--- config.mk ---
export PLATFORM = sky130hd
export DESIGN_NAME = ppct_fifo
export DESIGN_NICKNAME = d
export VERILOG_FILES = /design/src/sv/ppct_pkg.sv /design/src/sv/ppct_fifo.sv
export SDC_FILE = /design/constraint.sdc
export NUM_CORES = 1
export LEC_CHECK = 0
export ABC_AREA = 1
export BUFFER_PORTS_ARGS = -buffer_cell sky130_fd_sc_hd__buf_4
export CORE_MARGIN = 2
export CORE_UTILIZATION = 30
export CTS_BUF_LIST = sky130_fd_sc_hd__clkbuf_4
export DETAILED_ROUTE_END_ITERATION = 8
export REMOVE_ABC_BUFFERS = 1
export SLEW_MARGIN = 20
export SYNTH_ARGS = -nofsm -noshare
export SYNTH_HDL_FRONTEND = slang
export SYNTH_SLANG_ARGS = --single-unit
export TNS_END_PERCENT = 100
--- constraint.sdc ---
create_clock -name clk -period 47 [get_ports clk]
set_input_delay 9.4 -clock clk [delete_from_list [all_inputs] [get_ports clk]]
set_output_delay 9.4 -clock clk [all_outputs]
set_load 0.1 [all_outputs]
--- src/sv/ppct_pkg.sv ---
`default_nettype none
package ppct_pkg;

	localparam int FRAC_BITS  = 16;
	localparam int DVDR_W     = 43;
	localparam int NEG_W      = 42;
	localparam int DVDV_W     = 50;
	localparam int DRDR_W     = 33;
	localparam int SIG2_W     = 32;
	localparam int ROOT_W     = 43;
	localparam int DISC_W     = 2 * ROOT_W;
	localparam int REM_W      = ROOT_W + 3;
	localparam int QUO_W      = 33;
	localparam int M_W        = NEG_W + 1 + FRAC_BITS;
	localparam int DREM_W     = DVDV_W + 1;
	localparam int FIFO_DEPTH = 4;
	localparam int FIFO_AW    = $clog2(FIFO_DEPTH);

	localparam logic signed [31:0] T_MAX = 32'sh7FFF_FFFF;
	localparam logic signed [31:0] T_MIN = 32'sh8000_0000;

	typedef struct packed {
		logic [15:0]        x;
		logic [15:0]        y;
		logic signed [23:0] vx;
		logic signed [23:0] vy;
		logic [14:0]        r;
	} disc_t;

	// one classified pair between front and back
	typedef struct packed {
		logic                      kill;
		logic signed [DVDR_W-1:0]  dvdr;
		logic [DVDV_W-1:0]         dvdv;
		logic [DRDR_W-1:0]         drdr;
		logic [SIG2_W-1:0]         sig2;
		disc_t                     p1;
		disc_t                     p2;
	} geom_t;

	typedef struct packed {
		logic              kill;
		logic [NEG_W-1:0]  neg;
		logic [DVDV_W-1:0] dvdv;
		disc_t             p1;
		disc_t             p2;
	} ctx_t;

endpackage
`default_nettype wire

--- src/sv/ppct_fifo.sv ---
`default_nettype none
module ppct_fifo import ppct_pkg::*; (
	input  logic  clk,
	input  logic  arst_n,
	input  geom_t push_data,
	input  logic  push_valid,
	output logic  push_ready,
	output geom_t pop_data,
	output logic  pop_valid,
	input  logic  pop_ready
);

	geom_t                mem_q [FIFO_DEPTH];
	logic [FIFO_AW-1:0]   wr_q, rd_q;
	logic [FIFO_AW:0]     cnt_q;
	logic                 push, pop;

	assign push_ready = cnt_q != (FIFO_AW+1)'(FIFO_DEPTH);
	assign pop_valid  = cnt_q != '0;
	assign pop_data   = mem_q[rd_q];
	assign push       = push_valid && push_ready;
	assign pop        = pop_valid && pop_ready;

	always_ff @(posedge clk or negedge arst_n) begin
		if (!arst_n) begin
			wr_q  <= '0;
			rd_q  <= '0;
			cnt_q <= '0;
		end else begin
			if (push)
				wr_q <= wr_q + 1'b1;
			if (pop)
				rd_q <= rd_q + 1'b1;
			if (push && !pop)
				cnt_q <= cnt_q + 1'b1;
			else if (pop && !push)
				cnt_q <= cnt_q - 1'b1;
		end
	end

	always_ff @(posedge clk) begin
		if (push)
			mem_q[wr_q] <= push_data;
	end

endmodule
`default_nettype wire

-- Word level (Yosys, flattened, before mapping)
Memory sizes are Yosys's and may differ from the RTL's.
Cells that the tools add are included.
- bits in registers: 7
- memory bits (writable): 1396
- input port bits: 353
- output and inout port bits: 351
- word-level logic and storage cells: 21
- memories kept: 1
- memories (memory ; words ; width ; rd ports ; clocked after Yosys merged registers in ; wr ports ; line ; source):
    mem_q ; 4 ; 349 ; 1 ; 0 ; 1 ; ppct_fifo.sv:13 ; geom_t mem_q [FIFO_DEPTH];
- $add $sub $neg: 4
- equal/unequal tests: 1
- mux-type cells: 4
- reductions and logical operators: 8
- operators by type and width (cell ; number):
    $mux W3 ; 2
    $add A2 B1 Y2 const B ; 2
    $logic_and A1 B1 Y1 ; 4
    $add A3 B1 Y3 const B ; 1
    $ne A3 B3 Y1 const B ; 1
    $reduce_bool A3 Y1 ; 1
    $sub A3 B1 Y3 const B ; 1
    $logic_not A1 Y1 ; 2
    $mux W1 ; 2
    $reduce_bool A2 Y1 ; 1

-- Depth between registers and ports, before layout
- depth in word-level cells: 6
- depth in mapped cells: 12
- mapped depth without buffers: 12

-- Worst setup path after synthesis
Ideal clock, no wire load.
- kind: input to register
- start point: input port push_valid
- end point: memory mem_q[0][0] (netlist name), enable pin
- setup time: 1.069 ns
- arrival: 24.113 ns
- required time: 45.931 ns
- setup slack: 21.818 ns
- stages: 2
- buffers on the path: 0
- cell sequence: nand2_1 nor2_1
- cells in the longest elaborated chain, start to end: 3
- RTL lines (what ; line ; source):
    start: declaration ; ppct_fifo.sv:6 ; input logic push_valid,
    $logic_and A1 B1 Y1 ; ppct_fifo.sv:21 ; assign push = push_valid && push_ready;
    $mux W1 ; ppct_fifo.sv:42 ; if (push)
    $mux W1 (not written as such) ; ppct_fifo.sv:43 ; mem_q[wr_q] <= push_data;
    end: declaration ; ppct_fifo.sv:13 ;
No other way between the ends.

==> results list <==
- Cell type with the largest total area after synthesis: sky130_fd_sc_hd__edfxtp_1
* Yosys reg bits: 1,403
- For this run, design rule violations remaining after detail routing come to 0.
- Setup crit start kind: flip-flop
- Wire length of the first global-routing pass: 201 mm
* Sequential cell area: 0.0421 sq mm
- The number of antenna violations at the first check in global routing is 28.
- Before antenna repair, the detailed router went through 4 iterations.
- For this run, the post-layout net count is 5,387.
- Final period demand of the worst path: 16.30 ns
- The detail route stage leaves a number of antenna-violating nets equal to 0.
* Met1 capacity usage during global routing: 15.1%
* Number of max-capacitance violations reported: 0
- Sink of the worst hold path: cnt_q[2]
- The tree is rooted in a sky130_fd_sc_hd__clkbuf_4.
* Routability congestion estimate from global placement: 0.762
* Path type of the worst min-delay path: flip-flop to flip-flop
* Number of synthesis warnings: 0
- Filler Cell Count: 18,002
- Number of setup violations in the final report: 0
- Clock insertion delay at the later pin of the skew report: 1.36 ns
- Static timing analysis puts the maximum clock frequency at 61.4 MHz.
* Number of hold-repair buffers added at the cts stage: 0
- For this block, the initial DRC count from the detailed router was 1,623.
* Number of placement rows: 158
- STA classifies the critical path endpoint as an output port.
* Area of the multi-input gates: 0.00942 sq mm
* IO Count: 704
- Required time of the critical path: 37.60 ns
* Final Routed Wirelength: 137 mm
- Number of buffers on the longest clock path: 4
* Via-to-Cell Ratio: 4.38
* Pins Over Slew Limit: 0
- In this run the worst path has a maximum fanout of 202.
* Reg-to-reg startpoint: cnt_q[0]
- Critical Setup Path Class: flip-flop to output port
- Across the routed clock network, the largest skew measured is 0.112 ns.
- CTS buffer count: 381
* Die W: 437 microns
- Global routing consumed, on the met2 layer, 24.0% of the routing resources.
* Number of vias after detailed routing: 34,090
* Gate Count Post-Synth: 4,131
- Unrepaired setup endpoints after global routing: false
- A synthesized cell averages 13.6 sq um.
- Global routing used 14.0% of the available tracks across all layers.
- Internal reg-to-reg setup slack: 42.27 ns
* Initial Utilization: 30.3%
- Clock tree from TritonCTS: built
- Global routing usage on met3: 4.53%
- met2 is the most crowded layer.
- Average wire per cell in the routed design: 17.6 microns
- Dividing the final minimum period by the clock period gives 34.7%.
- Pin count of the biggest net entering global routing: 203
* Vias in the first global route: 33,176
* Least-Margin Pin Slew: 1.24 ns
* Proportion of layout cells with a drive suffix above 1: 24.9%
- In this run, distinct cell masters in the synthesized netlist total 18.
- In this run the tool buffered the top-level ports with 703 buffer cells.
- Worst hold path depth: 2
* Top post-synthesis cells by area: sky130_fd_sc_hd__edfxtp_1 75%, sky130_fd_sc_hd__o211ai_1 9.3%, sky130_fd_sc_hd__nand2_1 7.1%, sky130_fd_sc_hd__inv_1 4.8%, sky130_fd_sc_hd__buf_6 2.9%
- In this run the vertical extent of the chip is 437 microns.
* Area inside the core boundary: 0.186 sq mm
- The final hold violation count came to 0.
- # H-tree levels: 5
- Sum of negative setup slack: 0 ns
- The flow ran to the end, and the final reports show no timing, DRC or antenna violations.
- Sequential cells were found to cover 74.9% of the synthesized design area.
- Mapped cell area: 0.0562 sq mm
* Gates resized, CTS repair: 0
- The startpoint identified for the worst hold timing path is cnt_q[2].
* Worst EP arrival: 6.90 ns
- Compared with the post-synthesis result, the final layout area differs by 20.2%.
* HPWL after detailed placement: 82.8 mm
* Number of sinks handled by clock tree synthesis: 1,403
- Headroom to the max-slew limit came out at 17.6%.
- Floorplan die area: 0.191 sq mm
* Number of setup buffers added after CTS: 0
- After clock tree synthesis, the clock-pin slew on the worst setup and hold paths is 0.07 ns.
- Number of cells traversed by the worst register-to-register path: 7
* Remaining global-route overflow: 0
- Proportion of netlist area held by the largest area contributor: 74.6%
- Endpoint of the most critical register-to-register path: mem_q[0][68]
[cell usage after synthesis]
master                        n
sky130_fd_sc_hd__buf_2       67
sky130_fd_sc_hd__buf_4        3
sky130_fd_sc_hd__buf_6      145
sky130_fd_sc_hd__buf_8        1
sky130_fd_sc_hd__clkbuf_1    16
sky130_fd_sc_hd__dfrtp_1      7
sky130_fd_sc_hd__edfxtp_1  1396
sky130_fd_sc_hd__fa_1         1
sky130_fd_sc_hd__ha_1         5
sky130_fd_sc_hd__inv_1      712
sky130_fd_sc_hd__inv_2        2
sky130_fd_sc_hd__nand2_1   1064
sky130_fd_sc_hd__nand3_1      7
sky130_fd_sc_hd__nand4_1      1
sky130_fd_sc_hd__nor2_1       4
sky130_fd_sc_hd__o211ai_1   698
sky130_fd_sc_hd__o21ai_0      1
sky130_fd_sc_hd__xnor2_1      1
[critical path, stage by stage (launching register included)]
cell                       delay [ns]
sky130_fd_sc_hd__dfrtp_1         0.46
sky130_fd_sc_hd__inv_8           0.45
sky130_fd_sc_hd__buf_12          0.51
sky130_fd_sc_hd__buf_4           0.76
sky130_fd_sc_hd__buf_4           0.57
sky130_fd_sc_hd__buf_4           0.75
sky130_fd_sc_hd__buf_4           0.86
sky130_fd_sc_hd__o211ai_1        0.16
sky130_fd_sc_hd__nand2_1         0.15
sky130_fd_sc_hd__buf_4           0.30
[cell usage in the layout, fill, tap and decap left out, drive strengths merged, types with 4 or more instances in the layout]
master,Yosys,routed
nand2,1064,1064
ha,5,5
edfxtp,1396,1396
o211ai,698,698
nor2,4,4
inv,714,720
clkinv,0,86
dfrtp,7,7
nand3,7,7
clkbuf,16,535
diode,0,31
bufinv,0,4
buf,216,746
[metal layers]
layer	routed length, microns	vias up
met1	51800	16359
met4	5650	8
met3	8430	289
met2	71000	859
met5	54	-
li1	-	16575
[worst max path at each step]
| stage | depth (start not counted) | from | slack, ns | end |
|---|---|---|---|---|
| 2_1_floorplan | 2 | push_valid | 21.82 | mem_q[0][0] |
| 3_3_place_gp | 9 | rd_q[0] | 32.27 | pop_data[98] |
| 3_5_place_dp | 9 | rd_q[0] | 32.15 | pop_data[98] |
| 4_1_cts | 9 | rd_q[0] | 30.50 | pop_data[98] |
| 5_1_grt | 10 | rd_q[0] | 29.99 | pop_data[33] |
| 6_report | 9 | rd_q[0] | 30.70 | pop_data[119] |
[flip-flops by register name (all words and copies together) (netlist names)]
register / count
mem_q: 1396
cnt_q: 3
wr_q: 2
rd_q: 2
[area by class of cell]
class                   count  share of cell area, %
flip-flops and latches   1403                   62.3
multi-input cells        1782                   13.9
repair buffers            746                   8.42
clock buffers             535                   5.94
well taps                2480                   4.59
inverters                 714                   3.99
clock inverters            97                  0.729
diodes                     31                  0.115
[cells by family (layout without fill, tap and decap cells)]
group,Yosys count,after routing,share of synthesized area (%)
AND/OR/NAND/NOR,1076,1076,7.20
other,0,31,0
flip-flops,1403,1403,74.9
XOR/XNOR,1,1,0.0156
adder cells (fa/ha/maj),6,6,0.147
buffers and inverters,946,2092,8.44
AO/OA/AOI/OAI,699,699,9.33
[through the flow]
step	hold slack [ns]	instance area, sq um	worst slack (ns)	cells	util [%]
2_1_floorplan	0.463	54200	21.82	3899	-
3_3_place_gp	0.490	63000	32.27	7125	33.9
3_5_place_dp	0.501	63000	32.15	7125	33.9
4_1_cts	0.518	67500	30.50	7757	36.3
5_1_grt	0.558	67600	29.99	7787	36.4
6_report	0.517	67600	30.70	7788	36.4
Power is not shown: default switching activity piles up to over one toggle a cycle in this logic, so the estimate is an artifact.
